### src/hw/rtl/path_vertex_edge_conflict_check_assert.svh
// Assertion macros for the path conflict checker
`ifndef PATH_VERTEX_EDGE_CONFLICT_CHECK_ASSERT_SVH
`define PATH_VERTEX_EDGE_CONFLICT_CHECK_ASSERT_SVH
`ifndef SYNTHESIS
`define PVEC_ASSERT_IMPLY(lbl, clk, rst, ante, cons, msg) \
   lbl: assert property (@(posedge clk) disable iff (rst) (ante) |-> (cons)) \
      else $error(msg);
`define PVEC_ASSERT_NEXT(lbl, clk, rst, ante, cons, msg) \
   lbl: assert property (@(posedge clk) disable iff (rst) (ante) |=> (cons)) \
      else $error(msg);
`else
`define PVEC_ASSERT_IMPLY(lbl, clk, rst, ante, cons, msg)
`define PVEC_ASSERT_NEXT(lbl, clk, rst, ante, cons, msg)
`endif
`endif

### src/hw/rtl/pvec_pkg.sv
// Shared constants and types for the path conflict checker
package pvec_pkg;

   localparam int PVEC_MAX_AGENTS  = 64;
   localparam int PVEC_VERTEX_BITS = 16;

   localparam int CFG_W     = 7;
   localparam int VERTEX_W  = 16;
   localparam int STEP_W    = 16;
   localparam int AGENT_W   = 6;
   localparam int STATUS_W  = 2;

   localparam logic [STEP_W-1:0] STEP_MAX = {STEP_W{1'b1}};

   localparam logic [STATUS_W-1:0] ST_NONE   = 2'd0;
   localparam logic [STATUS_W-1:0] ST_VERTEX = 2'd1;
   localparam logic [STATUS_W-1:0] ST_EDGE   = 2'd2;

   typedef struct packed {
      logic [STATUS_W-1:0] status;
      logic [AGENT_W-1:0]  agent;
      logic [AGENT_W-1:0]  other_agent;
      logic [STEP_W-1:0]   time_step;
   } result_type;

endpackage

### src/hw/rtl/pvec_ram.sv
// Generic single-write, single-read RAM with registered read data
module pvec_ram #(
   parameter int WIDTH = 32,
   parameter int DEPTH = 64
) (
   input  logic                     clock,
   input  logic                     wr_en,
   input  logic [$clog2(DEPTH)-1:0] wr_addr,
   input  logic [WIDTH-1:0]         wr_data,
   input  logic                     rd_en,
   input  logic [$clog2(DEPTH)-1:0] rd_addr,
   output logic [WIDTH-1:0]         rd_data
);

   logic [WIDTH-1:0] mem_ff [DEPTH];
   logic [WIDTH-1:0] rd_data_ff;

   always_ff @(posedge clock) begin
      if (wr_en) begin
         mem_ff[wr_addr] <= wr_data;
      end
      if (rd_en) begin
         rd_data_ff <= mem_ff[rd_addr];
      end
   end

   assign rd_data = rd_data_ff;

endmodule

### src/hw/rtl/pvec_scan.sv
// Per-beat sequencer: reads the agent's own row entry, scans earlier agents, writes back
module pvec_scan import pvec_pkg::*; #(
   parameter int MAX_AGENTS  = PVEC_MAX_AGENTS,
   parameter int VERTEX_BITS = PVEC_VERTEX_BITS
) (
   input  logic                               clock,
   input  logic                               reset,
   input  logic                               req_valid,
   output logic                               req_stall,
   input  logic [VERTEX_W-1:0]                req_vertex,
   input  logic                               req_restart,
   input  logic [$clog2(MAX_AGENTS+1)-1:0]    agent_count,
   output logic                               ram_wr_en,
   output logic [$clog2(MAX_AGENTS)-1:0]      ram_wr_addr,
   output logic [2*VERTEX_BITS-1:0]           ram_wr_data,
   output logic                               ram_rd_en,
   output logic [$clog2(MAX_AGENTS)-1:0]      ram_rd_addr,
   input  logic [2*VERTEX_BITS-1:0]           ram_rd_data,
   input  logic                               out_free,
   output logic                               out_load,
   output result_type                         out_data
);

   localparam int AW = $clog2(MAX_AGENTS);
   localparam int CW = $clog2(MAX_AGENTS+1);
   localparam int VB = VERTEX_BITS;

   localparam logic [1:0] S_IDLE = 2'd0;
   localparam logic [1:0] S_SELF = 2'd1;
   localparam logic [1:0] S_SCAN = 2'd2;
   localparam logic [1:0] S_DONE = 2'd3;

   logic [1:0]          state_ff,  state_in;
   logic [AW-1:0]       agent_ff,  agent_in;
   logic [STEP_W-1:0]   step_ff,   step_in;
   logic [VB-1:0]       v_ff,      v_in;
   logic [AW-1:0]       a_ff,      a_in;
   logic [STEP_W-1:0]   t_ff,      t_in;
   logic [VB-1:0]       self_ff,   self_in;
   logic [AW-1:0]       j_ff,      j_in;
   logic [STATUS_W-1:0] status_ff, status_in;
   logic [AW-1:0]       other_ff,  other_in;

   // each row entry holds {vertex before this step, latest vertex}
   logic [VB-1:0] rd_cur;
   logic [VB-1:0] rd_prev;
   logic [AW-1:0] j_next;
   logic [CW-1:0] a_next;

   assign rd_cur  = ram_rd_data[VB-1:0];
   assign rd_prev = ram_rd_data[2*VB-1:VB];
   assign j_next  = j_ff + AW'(1);
   assign a_next  = CW'(a_ff) + CW'(1);

   assign req_stall = (state_ff != S_IDLE);

   always_comb begin
      state_in    = state_ff;
      agent_in    = agent_ff;
      step_in     = step_ff;
      v_in        = v_ff;
      a_in        = a_ff;
      t_in        = t_ff;
      self_in     = self_ff;
      j_in        = j_ff;
      status_in   = status_ff;
      other_in    = other_ff;
      ram_rd_en   = 1'b0;
      ram_rd_addr = a_ff;
      ram_wr_en   = 1'b0;
      out_load    = 1'b0;
      case (state_ff)
         S_IDLE: begin
            if (req_valid) begin
               a_in        = req_restart ? '0 : agent_ff;
               t_in        = req_restart ? '0 : step_ff;
               v_in        = VB'(req_vertex);
               ram_rd_en   = 1'b1;
               ram_rd_addr = a_in;
               state_in    = S_SELF;
            end
         end
         S_SELF: begin
            self_in   = rd_cur;
            status_in = ST_NONE;
            other_in  = '0;
            if (t_ff == '0 || a_ff == '0) begin
               state_in = S_DONE;
            end else begin
               ram_rd_en   = 1'b1;
               ram_rd_addr = '0;
               j_in        = '0;
               state_in    = S_SCAN;
            end
         end
         S_SCAN: begin
            if (rd_cur == v_ff) begin
               status_in = ST_VERTEX;
               other_in  = j_ff;
               state_in  = S_DONE;
            end else if (rd_prev == v_ff && rd_cur == self_ff) begin
               status_in = ST_EDGE;
               other_in  = j_ff;
               state_in  = S_DONE;
            end else if (j_next == a_ff) begin
               state_in = S_DONE;
            end else begin
               ram_rd_en   = 1'b1;
               ram_rd_addr = j_next;
               j_in        = j_next;
            end
         end
         S_DONE: begin
            if (out_free) begin
               out_load  = 1'b1;
               ram_wr_en = 1'b1;
               if (a_next >= agent_count) begin
                  agent_in = '0;
                  step_in  = (t_ff != STEP_MAX) ? t_ff + STEP_W'(1) : t_ff;
               end else begin
                  agent_in = a_ff + AW'(1);
                  step_in  = t_ff;
               end
               state_in = S_IDLE;
            end
         end
         default: begin
            state_in = S_IDLE;
         end
      endcase
   end

   assign ram_wr_addr = a_ff;
   assign ram_wr_data = {self_ff, v_ff};

   assign out_data.status      = status_ff;
   assign out_data.agent       = AGENT_W'(a_ff);
   assign out_data.other_agent = AGENT_W'(other_ff);
   assign out_data.time_step   = t_ff;

   always_ff @(posedge clock) begin
      if (reset) begin
         state_ff <= S_IDLE;
         agent_ff <= '0;
         step_ff  <= '0;
      end else begin
         state_ff <= state_in;
         agent_ff <= agent_in;
         step_ff  <= step_in;
      end
   end

   always_ff @(posedge clock) begin
      v_ff      <= v_in;
      a_ff      <= a_in;
      t_ff      <= t_in;
      self_ff   <= self_in;
      j_ff      <= j_in;
      status_ff <= status_in;
      other_ff  <= other_in;
   end

endmodule

### src/hw/rtl/pvec_outreg.sv
// Result register between the sequencer and the response channel
module pvec_outreg import pvec_pkg::*; (
   input  logic       clock,
   input  logic       reset,
   input  logic       load,
   input  result_type load_data,
   output logic       free,
   output logic       rsp_valid,
   input  logic       rsp_stall,
   output result_type rsp_data
);

   logic       valid_ff, valid_in;
   result_type data_ff;

   assign free     = !valid_ff || !rsp_stall;
   assign valid_in = load || (valid_ff && rsp_stall);

   always_ff @(posedge clock) begin
      if (reset) begin
         valid_ff <= 1'b0;
      end else begin
         valid_ff <= valid_in;
      end
   end

   always_ff @(posedge clock) begin
      if (load) begin
         data_ff <= load_data;
      end
   end

   assign rsp_valid = valid_ff;
   assign rsp_data  = data_ff;

endmodule

### src/hw/rtl/path_vertex_edge_conflict_check.sv
// Path conflict checker: top level
// Takes one vertex beat per agent per time step and returns one result beat each, naming the
// lowest earlier agent that shares the vertex or swapped places with it since the last step.
// Both rows live in one RAM whose entries hold an agent's latest and previous vertex, so the
// end of a step needs no copy. For a beat of agent a, the RAM read port scans the earlier agents
// one per cycle and stops at the first hit; at time step 0 or for agent 0 there is no scan, and
// the result may then wait on rsp_stall before the next beat is taken. The agent count
// register resets to 1; 0 acts as 1 and values above MAX_AGENTS act as MAX_AGENTS.
`include "path_vertex_edge_conflict_check_assert.svh"
module path_vertex_edge_conflict_check import pvec_pkg::*; #(
   parameter int MAX_AGENTS  = PVEC_MAX_AGENTS,
   parameter int VERTEX_BITS = PVEC_VERTEX_BITS
) (
   input  logic                clock,
   input  logic                reset,
   input  logic                csr_wr_en,
   input  logic [CFG_W-1:0]    csr_wr_data,
   input  logic                req_valid,
   output logic                req_stall,
   input  logic [VERTEX_W-1:0] req_vertex,
   input  logic                req_restart,
   output logic                rsp_valid,
   input  logic                rsp_stall,
   output logic [STATUS_W-1:0] rsp_status,
   output logic [AGENT_W-1:0]  rsp_agent,
   output logic [AGENT_W-1:0]  rsp_other_agent,
   output logic [STEP_W-1:0]   rsp_time_step
);

   localparam int AW = $clog2(MAX_AGENTS);
   localparam int CW = $clog2(MAX_AGENTS+1);
   localparam int EW = 2*VERTEX_BITS;

   logic [CFG_W-1:0] num_agents_ff, num_agents_in;
   logic [CW-1:0]    agent_count;

   logic          ram_wr_en;
   logic [AW-1:0] ram_wr_addr;
   logic [EW-1:0] ram_wr_data;
   logic          ram_rd_en;
   logic [AW-1:0] ram_rd_addr;
   logic [EW-1:0] ram_rd_data;

   logic       out_free;
   logic       out_load;
   result_type out_data;
   result_type rsp_data;

   assign num_agents_in = csr_wr_en ? csr_wr_data : num_agents_ff;

   always_ff @(posedge clock) begin
      if (reset) begin
         num_agents_ff <= CFG_W'(1);
      end else begin
         num_agents_ff <= num_agents_in;
      end
   end

   always_comb begin
      if (num_agents_ff == '0) begin
         agent_count = CW'(1);
      end else if (32'(num_agents_ff) > MAX_AGENTS) begin
         agent_count = CW'(MAX_AGENTS);
      end else begin
         agent_count = CW'(num_agents_ff);
      end
   end

   pvec_ram #(
      .WIDTH (EW),
      .DEPTH (MAX_AGENTS)
   ) u_row_ram (
      .clock   (clock),
      .wr_en   (ram_wr_en),
      .wr_addr (ram_wr_addr),
      .wr_data (ram_wr_data),
      .rd_en   (ram_rd_en),
      .rd_addr (ram_rd_addr),
      .rd_data (ram_rd_data)
   );

   pvec_scan #(
      .MAX_AGENTS  (MAX_AGENTS),
      .VERTEX_BITS (VERTEX_BITS)
   ) u_scan (
      .clock       (clock),
      .reset       (reset),
      .req_valid   (req_valid),
      .req_stall   (req_stall),
      .req_vertex  (req_vertex),
      .req_restart (req_restart),
      .agent_count (agent_count),
      .ram_wr_en   (ram_wr_en),
      .ram_wr_addr (ram_wr_addr),
      .ram_wr_data (ram_wr_data),
      .ram_rd_en   (ram_rd_en),
      .ram_rd_addr (ram_rd_addr),
      .ram_rd_data (ram_rd_data),
      .out_free    (out_free),
      .out_load    (out_load),
      .out_data    (out_data)
   );

   pvec_outreg u_outreg (
      .clock     (clock),
      .reset     (reset),
      .load      (out_load),
      .load_data (out_data),
      .free      (out_free),
      .rsp_valid (rsp_valid),
      .rsp_stall (rsp_stall),
      .rsp_data  (rsp_data)
   );

   assign rsp_status      = rsp_data.status;
   assign rsp_agent       = rsp_data.agent;
   assign rsp_other_agent = rsp_data.other_agent;
   assign rsp_time_step   = rsp_data.time_step;

   // one beat in flight: the input side closes right after a beat is taken
   `PVEC_ASSERT_NEXT(a_one_in_flight, clock, reset, req_valid && !req_stall, req_stall, "input accepted while a beat is still in flight")
   `PVEC_ASSERT_IMPLY(a_no_check_step0, clock, reset, rsp_valid && rsp_time_step == '0, rsp_status == ST_NONE, "conflict reported at time step 0")
   `PVEC_ASSERT_IMPLY(a_clear_other, clock, reset, rsp_valid && rsp_status == ST_NONE, rsp_other_agent == '0, "other agent named without a conflict")

endmodule

### config.mk
export PLATFORM = sky130hd
export DESIGN_NAME = path_vertex_edge_conflict_check
export DESIGN_NICKNAME = d
export VERILOG_FILES = /design/src/hw/rtl/pvec_pkg.sv /design/src/hw/rtl/pvec_ram.sv /design/src/hw/rtl/pvec_scan.sv /design/src/hw/rtl/pvec_outreg.sv /design/src/hw/rtl/path_vertex_edge_conflict_check.sv
export VERILOG_INCLUDE_DIRS = /design/src /design/src/hw/rtl
export SDC_FILE = /design/constraint.sdc
export NUM_CORES = 2
export LEC_CHECK = 0
export ABC_AREA = 1
export BUFFER_PORTS_ARGS = -buffer_cell sky130_fd_sc_hd__clkbuf_2
export CELL_PAD_IN_SITES_DETAIL_PLACEMENT = 1
export CELL_PAD_IN_SITES_GLOBAL_PLACEMENT = 2
export CORE_MARGIN = 3
export CORE_UTILIZATION = 49
export CTS_BUF_LIST = sky130_fd_sc_hd__clkbuf_8
export DETAILED_ROUTE_END_ITERATION = 6
export GPL_TIMING_DRIVEN = 0
export PLACE_DENSITY_LB_ADDON = 0.1
export SYNTH_ARGS = -nofsm -noshare
export SYNTH_HDL_FRONTEND = slang
export SYNTH_SLANG_ARGS = --single-unit
### constraint.sdc
create_clock -name clock -period 12 [get_ports clock]
set_input_delay 1.2 -clock clock [delete_from_list [all_inputs] [get_ports clock]]
set_output_delay 1.2 -clock clock [all_outputs]
set_load 0.02 [all_outputs]
==> flow_summary.json <==
{
  "totalWireLength_mm": 374,
  "num_rows": 162,
  "cts_tree": "yes",
  "cts_sinks": 2210,
  "grtUsageTotal_pct": 36.2,
  "final_layout_size_suffix_gt1_share_pct": 11.2,
  "crit_fanout": 24,
  "yosys.area.top_type": "edfxtp_1",
  "grt-ovfl-total": 0,
  "post_cts_buffers": 0,
  "viasPerCell": 5.94,
  "antenna_left": 0,
  "grt_pass1_wl_mm": 525,
  "synth.distinct_cells": 40,
  "drt-pass1-iter-count": 6,
  "grt.busiest_layer": "met2",
  "crit_required_ns": 12.84,
  "yosys.area.top_type_share_pct": 67.2,
  "synthCells": 8746,
  "die_area_mm2": 0.204,
  "worst_pin_slew_ns": 1.48,
  "drt-wirelength-per-cell_um": 30.5,
  "drv_cap": 0,
  "ys_ff_latch": 2210,
  "setup-tns-final_ns": 0,
  "setup_viol": 0,
  "fin_area_mm2": 0.112,
  "fin_hold_ws_ns": 0.297,
  "grt_use_met1_pct": 48.4,
  "numCtsBuffers": 381,
  "grt_pass1_vias": 73837,
  "maxSlewHeadroom_pct": 1.22,
  "synth_area_mm2": 0.0973,
  "nFillCells": 20710,
  "finalCritPeriodShare_pct": 58.7,
  "setup_slack_ns": 4.95,
  "synth_area_leaders": "edfxtp_1, nand3_1, nand3b_1",
  "grt_max_degree": 36,
  "die_w_um": 452,
  "placed_cell_area_mm2": 0.106,
  "nNetsFinal": 9416,
  "antenna_found_initial": 24,
  "slew_violations": 0,
  "dp_hpwl_mm": 274,
  "syn_area_per_cell_um2": 11.1,
  "final_hold_viol_count": 0,
  "cts_buffer_depth": 4,
  "hold_path.startpoint": "req_vertex[1]",
  "hold_class": "in2reg",
  "numPortBuffers": 59,
  "grt_use_met3_pct": 8.11,
  "period_needed_ns": 7.05,
  "register_area_mm2": 0.0660,
  "route.detailed.drc": 0,
  "flow.area_growth_from_synthesis_pct": 15.4,
  "cp.arrival_ns": 7.89,
  "r2r_start": "u_scan.v_ff[1]",
  "end_kind": "register",
  "multi_input_area_mm2": 0.0241,
  "fmax_mhz": 142,
  "synth_nets": 8791,
  "dr_total_vias": 72821,
  "place_ws_ns": 5.23,
  "cts_root_buf": "clkbuf_8",
  "gp_congestion": 0.952,
  "initial_core_util_pct": 49.6,
  "drt_iter0_markers": 9681,
  "fin_skew_ns": 0.0625,
  "worst_setup_path_start_kind": "register",
  "critPathLaunch": "u_scan.v_ff[1]",
  "pin_count": 61,
  "coreArea_mm2": 0.196,
  "htreeDepth": 5,
  "rsz0062_at_grt": "false",
  "ir_drop_uv": 160,
  "total_leakage_power_nw": 43.9,
  "status": "finished clean",
  "post_cts_resized": 0,
  "power_density_mw_per_mm2": 286,
  "critPathKind": "reg2reg",
  "ys_warn_count": 0,
  "die_h_um": 452,
  "synth_seq_area_share_pct": 67.9,
  "clock_latency_ns": 1.09,
  "gr-usage-met2_pct": 55.3,
  "cts_hold_buf": 0,
  "cts.clk_slew.worst_paths_ns": 0.06
}
## worst paths after layout
check                                              to  slack, ns  depth (start not counted)
worst min-delay path                   u_scan.v_ff[1]       0.30                          1
worst max register to register  u_row_ram.rd_data[30]       4.95                         21
worst min register to register  u_outreg.rsp_data[17]       0.43                          0
worst max-delay path            u_row_ram.rd_data[30]       4.95                         21
## registers in the layout, indices dropped and copies added, names as in the netlist
register            flops
u_scan.j_ff             6
u_outreg.rsp_data      30
u_row_ram.mem_ff     2048
u_scan.self_ff         16
u_outreg.rsp_valid      1
u_scan.status_ff        2
u_row_ram.rd_data      32
num_agents_ff           7
u_scan.other_ff         6
u_scan.step_ff         16
u_scan.agent_ff         6
u_scan.t_ff            16
u_scan.ram_wr_addr      6
u_scan.state_ff         2
u_scan.v_ff            16
## cells by family after synthesis
| logic type | synth area share [%] |
|---|---|
| AND/OR/NAND/NOR | 23.1 |
| flip-flops | 67.9 |
| buffers and inverters | 7.85 |
| AO/OA/AOI/OAI | 0.505 |
| XOR/XNOR | 0.459 |
| adder cells (fa/ha/maj) | 0.206 |
## stage by stage
step,power [W],cells,util (%)
5_1_grt,0.0333,12262,57.2
6_report,0.0321,12268,57.3
3_5_place_dp,0.0256,11612,54.0
4_1_cts,0.0317,12261,57.2
2_1_floorplan,0.0177,8746,-
3_3_place_gp,0.0246,11429,51.4
## cell usage in the layout (no fill, tap or decap), types with 31 or more instances in the layout
cell / synthesis / layout
nand3_1: 2185 / 2185
edfxtp_1: 2178 / 2178
inv_1: 1331 / 1458
nand2_1: 1352 / 1352
nand3b_1: 768 / 768
clkbuf_8: 0 / 393
buf_2: 290 / 290
clkbuf_1: 169 / 165
buf_16: 0 / 111
clkinv_1: 1 / 96
nor2_1: 146 / 81
buf_1: 76 / 76
buf_12: 0 / 67
nor2_4: 0 / 65
clkbuf_2: 0 / 63
xnor2_1: 36 / 36
o21ai_0: 35 / 35
dfxtp_1: 32 / 32
a21oi_1: 31 / 31
## power by group
| group | switching, W | internal (W) |
|---|---|---|
| clock | 0.00312 | 0.00302 |
| combinational | 0.0123 | 0.00403 |
| sequential | 0.000303 | 0.00935 |
## Yosys cell counts
cell type  number
nor2_1        146
o21bai_1        1
a21oi_2         1
nor3_1          9
o21ai_0        35
nand4_1         8
inv_1        1331
a211oi_1        3
o21ai_1         2
nor4_1          1
o21ai_2         1
a21oi_1        31
o22ai_1         3
a31oi_1         2
xnor2_1        36
o221ai_1        2
a22oi_1         2
nand3_2         1
o21a_1          2
edfxtp_1     2178
a221oi_1        2
buf_2         290
nand3_1      2185
buf_4          24
xor2_1         15
buf_1          76
nor2_2          2
clkinv_1        1
nand2_2         4
nor3b_1         1
o211ai_1        1
inv_4           1
nand2_4         1
nand3b_1      768
clkbuf_1      169
ha_1           16
inv_2           6
dfxtp_1        32
buf_6           5
nand2_1      1352
## worst max-delay path, stage by stage (launching register included)
cell and delay [ns]:
edfxtp_1 0.95, buf_16 0.26, buf_16 0.19, buf_8 0.18, xnor2_1 0.14, nand2_1 0.07, nor2_1 0.09, nand2_1 0.09
nor2_1 0.85, nor2_1 0.27, nand4_1 0.19, nand2_1 0.09, nand2_2 0.42, buf_4 0.46, clkbuf_1 0.61, nand3_1 0.60
nand3_1 0.28, nand3_1 0.24, nand3_1 0.21, nand3_1 0.20, nand3_1 0.21, nand2_1 0.07
## per-layer routing
layer  wire length, um  share of wire, %  up-vias
met5                37            0.0099        -
met4             22600               6.1        6
met3             38800                10      776
met2            167000                45     3768
met1            145000                39    36983
li1                  -                 -    31288
## area by class of cell
type / instances / area share, %
plain buffers: 564 / 2.33
flip-flops and latches: 2210 / 58.8
clock inverters: 256 / 0.928
well taps: 2624 / 2.92
inverters: 1339 / 4.48
repair buffers: 242 / 4.24
multi-input cells: 4633 / 21.5
diodes: 7 / 0.0156
clock buffers: 393 / 4.82
Power figures use the tool's default switching activity.
